<file path="src/sv/chd_pkg.sv">
// Shared types and constants of the canonical Huffman decoder.
package chd_pkg;

   // Field widths of the request and response words.
   localparam int LEN_W  = 4;
   localparam int SYM_W  = 9;
   localparam int BITS_W = 4;
   localparam int WIN_W  = 16;

   // Code lengths run from 1 to 15; index 0 means an unused symbol.
   localparam int NUM_LEN = 1 << LEN_W;
   localparam int MAX_LEN = 15;

   // Limit saturation value and the mask applied to the stream peek.
   localparam logic [WIN_W-1:0] LIMIT_SAT = 16'hFFFF;
   localparam logic [WIN_W-1:0] PEEK_MASK = 16'hFFFE;

   // Request kinds.
   localparam logic REQ_LOAD   = 1'b0;
   localparam logic REQ_DECODE = 1'b1;

   // Response kinds.
   localparam logic KIND_SYMBOL = 1'b0;
   localparam logic KIND_BUILD  = 1'b1;

   // Commands from the controller to the datapath.
   typedef struct packed {
      logic load_wr;
      logic peek_ld;
      logic hist_clr;
      logic scan_clr;
      logic hist_run;
      logic lim_start;
      logic lim_run;
      logic fill_run;
      logic dec_cmp;
      logic dec_ofs;
      logic dec_idx;
      logic out_sym;
      logic out_build;
   } chd_cmd_type;

   // Status from the datapath to the controller.
   typedef struct packed {
      logic scan_done;
      logic lim_done;
      logic out_free;
   } chd_status_type;

endpackage

</file>
<file path="src/sv/chd_controller.sv">
// Sequencing state machine of the canonical Huffman decoder.
module chd_controller import chd_pkg::*; (
   input  logic           clock,
   input  logic           reset,
   input  logic           req_valid,
   output logic           req_stall,
   input  logic           req_type,
   input  logic           req_last_length,
   input  chd_status_type status,
   output chd_cmd_type    cmd
);

   typedef enum logic [8:0] {
      ST_IDLE      = 9'b000000001,
      ST_HIST      = 9'b000000010,
      ST_LIMITS    = 9'b000000100,
      ST_FILL      = 9'b000001000,
      ST_BUILD_OUT = 9'b000010000,
      ST_DEC_CMP   = 9'b000100000,
      ST_DEC_OFS   = 9'b001000000,
      ST_DEC_IDX   = 9'b010000000,
      ST_DEC_OUT   = 9'b100000000
   } chd_state_type;

   chd_state_type state_ff;
   chd_state_type state_in;
   logic          req_accept;

   // Words are taken only while no other work is in flight.
   assign req_stall  = (state_ff != ST_IDLE);
   assign req_accept = req_valid && (state_ff == ST_IDLE);

   // Next state and command decode.
   always_comb begin
      state_in = state_ff;
      cmd      = '0;
      case (state_ff)
         ST_IDLE: begin
            if (req_accept) begin
               if (req_type == REQ_DECODE) begin
                  cmd.peek_ld = 1'b1;
                  state_in    = ST_DEC_CMP;
               end else begin
                  cmd.load_wr = 1'b1;
                  if (req_last_length) begin
                     cmd.hist_clr = 1'b1;
                     cmd.scan_clr = 1'b1;
                     state_in     = ST_HIST;
                  end
               end
            end
         end
         ST_HIST: begin
            cmd.hist_run = 1'b1;
            if (status.scan_done) begin
               cmd.lim_start = 1'b1;
               state_in      = ST_LIMITS;
            end
         end
         ST_LIMITS: begin
            cmd.lim_run = 1'b1;
            if (status.lim_done) begin
               cmd.scan_clr = 1'b1;
               state_in     = ST_FILL;
            end
         end
         ST_FILL: begin
            cmd.fill_run = 1'b1;
            if (status.scan_done) begin
               state_in = ST_BUILD_OUT;
            end
         end
         ST_BUILD_OUT: begin
            if (status.out_free) begin
               cmd.out_build = 1'b1;
               state_in      = ST_IDLE;
            end
         end
         ST_DEC_CMP: begin
            cmd.dec_cmp = 1'b1;
            state_in    = ST_DEC_OFS;
         end
         ST_DEC_OFS: begin
            cmd.dec_ofs = 1'b1;
            state_in    = ST_DEC_IDX;
         end
         ST_DEC_IDX: begin
            cmd.dec_idx = 1'b1;
            state_in    = ST_DEC_OUT;
         end
         ST_DEC_OUT: begin
            if (status.out_free) begin
               cmd.out_sym = 1'b1;
               state_in    = ST_IDLE;
            end
         end
         default: begin
            state_in = ST_IDLE;
         end
      endcase
   end

   // State register.
   always_ff @(posedge clock) begin
      if (reset) begin
         state_ff <= ST_IDLE;
      end else begin
         state_ff <= state_in;
      end
   end

endmodule

</file>
<file path="config.mk">
export PLATFORM = sky130hd
export DESIGN_NAME = chd_controller
export DESIGN_NICKNAME = d
export VERILOG_FILES = /design/src/sv/chd_pkg.sv /design/src/sv/chd_controller.sv
export SDC_FILE = /design/constraint.sdc
export NUM_CORES = 1
export LEC_CHECK = 0
export ABC_AREA = 0
export CORE_MARGIN = 2
export CORE_UTILIZATION = 40
export CTS_BUF_LIST = sky130_fd_sc_hd__clkbuf_2
export CTS_CLUSTER_SIZE = 28
export DETAILED_ROUTE_END_ITERATION = 8
export DONT_BUFFER_PORTS = 1
export GPL_ROUTABILITY_DRIVEN = 0
export RECOVER_POWER = 25
export SKIP_LAST_GASP = 1
export SYNTH_ARGS = -nofsm -noshare
export SYNTH_HDL_FRONTEND = slang
export SYNTH_SLANG_ARGS = --single-unit
</file>
<file path="constraint.sdc">
create_clock -name clock -period 1.7 [get_ports clock]
set_input_delay 0.085 -clock clock [delete_from_list [all_inputs] [get_ports clock]]
set_output_delay 0.085 -clock clock [all_outputs]
set_load 0.1 [all_outputs]
</file>
Word level (Yosys, flattened, before mapping)
Index checks and enable logic that the tools add are counted.

word-level totals
  bits in registers = 9
  input bits = 8
  output and inout bits = 14
  word-level logic and storage cells = 46

operators by class
  equal/unequal tests = 16
  muxes and demuxes = 26
  reduce and logical (&&, ||, !) cells = 3

operators with widths
  cell                                            number
  case mux 9 bit (8 select lines)                 1
  2-to-1 mux 9 bit                                7
  2-to-1 mux 1 bit                                12
  == test 9 x 1 -> 1 bit (second input constant)  1
  == test 9 x 2 -> 1 bit (second input constant)  1
  == test 9 x 3 -> 1 bit (second input constant)  1
  == test 9 x 4 -> 1 bit (second input constant)  1
  == test 9 x 5 -> 1 bit (second input constant)  1
  == test 9 x 6 -> 1 bit (second input constant)  1
  == test 9 x 7 -> 1 bit (second input constant)  1
  == test 9 x 8 -> 1 bit (second input constant)  1
  == test 9 bit (second input constant)           1
  != test 9 x 1 -> 1 bit (second input constant)  1
  != test 2 bit (second input constant)           4
  2-to-1 mux 2 bit                                3
  AND reduction 6 bit                             1
  2-to-1 mux 4 bit                                1
  2-to-1 mux 3 bit                                1
  != test 3 bit (second input constant)           1
  != test 2 x 1 -> 1 bit (second input constant)  1
  case mux 1 bit (2 select lines)                 1
  OR reduction 2 bit                              1
  logical AND 1 bit                               1

Depth between registers and ports, before layout
  depth in word-level cells = 4
  depth in mapped cells = 6
  mapped depth without buffers = 4

Worst setup path after synthesis
OpenSTA, ideal clock, no wires.

  path type = reg2out
  from = reg state_ff[5]
  to = out cmd[9] (netlist bit)
  arrival time = 4.986 ns
  required time = 1.615 ns
  setup slack = -3.371 ns
  cell stages (with the launch flop) = 6
  cell sequence = dfxtp_1 buf_2 or4_4 nor4_1 nand2_1 nand2_1

RTL lines
  element                 RTL line               text
  from (decl)             chd_controller.sv:25   chd_state_type state_ff;
  from (signal assigned)  chd_controller.sv:108  state_ff <= state_in;
  to (decl)               chd_controller.sv:10   output chd_cmd_type cmd

==> results by group <==
Clock network
  – Worst-path clk slew: 0.09 ns
  – Clk Latency, worst-skew pair: ~0.25 ns
  – Number of clock buffers inserted by TritonCTS: 3
  – CTS Buffer Depth: 2
  – Clock root cell: clkbuf_2
  – CTS tree: done
  – Num Clock Sinks: 9
  – Htree depth: 1

Setup path
  – Slowest-stage cell, CP: or4_4
  – Slowest stage delay, CP: between 0.5 and 0.6 ns
  – WP data arrival: 1.98 ns
  – CP max FO: 3
  – Critical path class: register to output port
  – R2R Path End: state_ff[4]
  – Worst Setup End Kind: output port
  – Bufs and invs on worst path: 1
  – CP Launch Type: register
  – FF-to-FF Start: state_ff[5]
  – CP startpoint: state_ff[3]
  – CP Cell Sequence: or3_4 -> or4_4 -> nor3b_4 -> buf_12
  – R2R setup slack: -0.26 ns
  – R2R cell count: 6
  – Required time worst endpoint: 1.62 ns
  – Crit path max-delay family: simple AND/OR/NAND/NOR gates

Layout
  – Final instance area: 1550 sq um
  – Diodes inserted: 0
  – Largest Register: state_ff
  – Area delta synth->final: 118%
  – Number of flip-flops in the largest register: 9
  – Registers with the most flip-flops: state_ff (9)
  – Layout cells sized above 1: 76.9%
  – Net count, final: 139

Timing
  – Clock skew: 0.00399 ns
  – Max Slew Vio Count: 0
  – Final Critical Period: 2.07 ns
  – Slew HR: 68.3%
  – Final Hold Fails: 0
  – F_max: 484 MHz
  – Tightest Pin Transition: between 0.4 and 0.5 ns
  – Final period util: 122%
  – Setup ws final: -0.368 ns
  – Unrepaired setup endpoints after global routing: true
  – Setup TNS: -3.56 ns
  – Final setup violation count: 20

Synthesis
  – Post-synth EDFFs: 0
  – Post-synthesis sequential area ratio: 25.4%
  – Post-Syn Instances: 81
  – Syn Area/Cell: just under 9 sq um
  – Top cells by area, synth: dfxtp_1, nor4b_1, o31ai_1
  – Synth warnings: 0
  – Top-area cell type share of the netlist area: 25.4%
  – Area fraction in compound gates after synthesis: 17.5%
  – Primary FF master, synth: dfxtp_1
  – Post-Synth XOR/XNOR Area: 3.70%
  – Ys async rst share: 0%
  – Mux contribution to synthesized area: 0%
  – Yosys reg bits: 9
  – Post-Synthesis Cell Area: 709 sq um
  – Simple-Gate Fraction of Synth Area: 45.3%
  – Synth cell types: 40
  – Synth Area in Adders: 0%
  – Cell taking the most area after synthesis: dfxtp_1
  – Largest family of logic cells by synthesized area: simple AND/OR/NAND/NOR gates
  – Net Count, Synth: 89

Route
  – Vias: 901
  – WL met3: 195 um
  – M1 WL: 1170 um
  – Drt first pass iters: 4
  – DRT iter0 DRCs: 21
  – Routed Antenna Nets: 0
  – Wire per inst: 20.0 um
  – Post-DR vias/cell: 6.13
  – Drt drc: 0
  – WL met2: 1530 um
  – Routed Wire Length: 2940 um
  – Uppermost layer routed: met4

Floorplan
  – Die W: 46.1 um
  – Die ar.: approximately 2100 sq um
  – Chip Height: 46.1 um
  – # IOs: 22
  – Starting Density: 42.0%
  – Row cnt: 15
  – Core area: 1690 sq um

Flow run
  – MaxCap Viol Count: 0

Global routing
  – Vias in the first global route: 909
  – Congestion Overflow GR: 0
  – Largest net degree at the start of global routing: 12
  – Antenna violations before repair: 0
  – Total GRT Usage: 28.7%
  – First-pass GRT wire length: 4260 um

Min path
  – Worst hold path type: input pin to register
  – Hold EP: state_ff[3]
  – Hold path depth: 2
  – Hold Path Origin: status[1]

Power
  – Int Pwr: 0.000463 W
  – Sw Ratio: a little over 40%
  – Power per Cell Area: around 500 nW/um^2
  – VDD IR max: 0.584 mV
  – Combinational power share: 53.2%
  – Clock power share: 18.1%
  – NetSw: approximately 0.00032 W
  – Sequential Power Share: 28.7%
  – Leak: 0.584 nW

Outcome
  – Failing checks: negative setup slack
  – Status: finished, violations left

Placement
  – IO Port Bufs: 0
  – Post-DP Area: 1160 sq um
  – DP Wirelength: 1680 um
per-stage QoR:
stage | hold WS, ns | utilization, % | total power (W) | std cells | setup slack (ns)
floorplan | 0.263 | - | 0.000434 | 81 | -1.08
global placement | 0.159 | 68.6 | 0.000538 | 124 | -0.184
detailed placement | 0.159 | 68.6 | 0.000544 | 124 | -0.294
CTS | 0.00154 | 87.1 | 0.000748 | 144 | -0.348
global route | 0.0481 | 91.6 | 0.000808 | 147 | -0.414
finish | 0.0240 | 91.6 | 0.000781 | 147 | -0.368
cell usage after synthesis (2+ instances only):
master,instances
dfxtp_1,9
xnor2_1,2
a21oi_1,4
nor3b_2,2
and4_1,2
nor4_1,2
inv_1,3
o21ai_0,2
and3_1,2
nor3_1,2
o31ai_1,5
or4_4,2
buf_2,4
nor2_1,5
or4b_1,2
nor4b_1,5
nor3b_1,2
nand2_1,4
layer usage:
metal | GRT usage [%] | vias to the layer above
met2 | 51.9 | 43
met1 | 33.9 | 438
met3 | 3.92 | 8
li1 | - | 412
met5 | 0 | -
met4 | 10.3 | 0
layout make-up:
class | instances | area (sq um)
clock buffers | 4 | 20.0
fillers | 70 | 143
inverters | 3 | 18.8
multi-input cells | 61 | 717
flip-flops and latches | 9 | 189
well taps | 17 | 21.3
repair buffers | 53 | 581
power by group through the flow:
stage	Sequential [W]	Clock, W	Combinational, W
after floorplan	0.000229	0	0.000205
after global placement	0.000226	0	0.000313
after detailed placement	0.000226	0	0.000318
after CTS	0.000223	0.000136	0.000389
after global routing	0.000224	0.000152	0.000432
final	0.000224	0.000142	0.000415
layout by cell type (no fill, tap or decap), drive strengths merged, types with 2 or more instances in the layout:
cell type / Yosys / routed
clkbuf: 1 / 4
o31ai: 5 / 5
o21ai: 2 / 2
and4: 2 / 2
buf: 7 / 50
nor4b: 6 / 6
xnor2: 2 / 2
a21oi: 4 / 4
clkinvlp: 0 / 2
nand2: 4 / 4
nor3b: 4 / 4
or4: 2 / 2
nor3: 2 / 2
nor4: 4 / 4
or2: 2 / 2
nor2: 5 / 5
dfxtp: 9 / 9
dlygate4sd3: 0 / 3
and3: 2 / 2
or4b: 2 / 2
worst max-delay path by stage:
stage	slack, ns	endpoint	cells after the start
CTS	-0.35	cmd[2]	4
floorplan	-1.08	cmd[7]	5
global route	-0.41	cmd[3]	4
global placement	-0.18	cmd[3]	4
finish	-0.37	cmd[3]	4
detailed placement	-0.29	state_ff[0]	6
cells by family after synthesis:
family                 count (synthesis)
AND/OR/NAND/NOR                       41
flip-flops                             9
buffers and inverters                 11
AO/OA/AOI/OAI                         17
XOR/XNOR                               3
timing repair:
action,CTS,global route
resized for setup,40,11
hold buffers,1,2
buffers inserted,17,2
endpoints found under the hold margin,8,2
endpoints found under the setup margin,22,22
pin swaps,22,8
(Power assumes the default switching activity.)
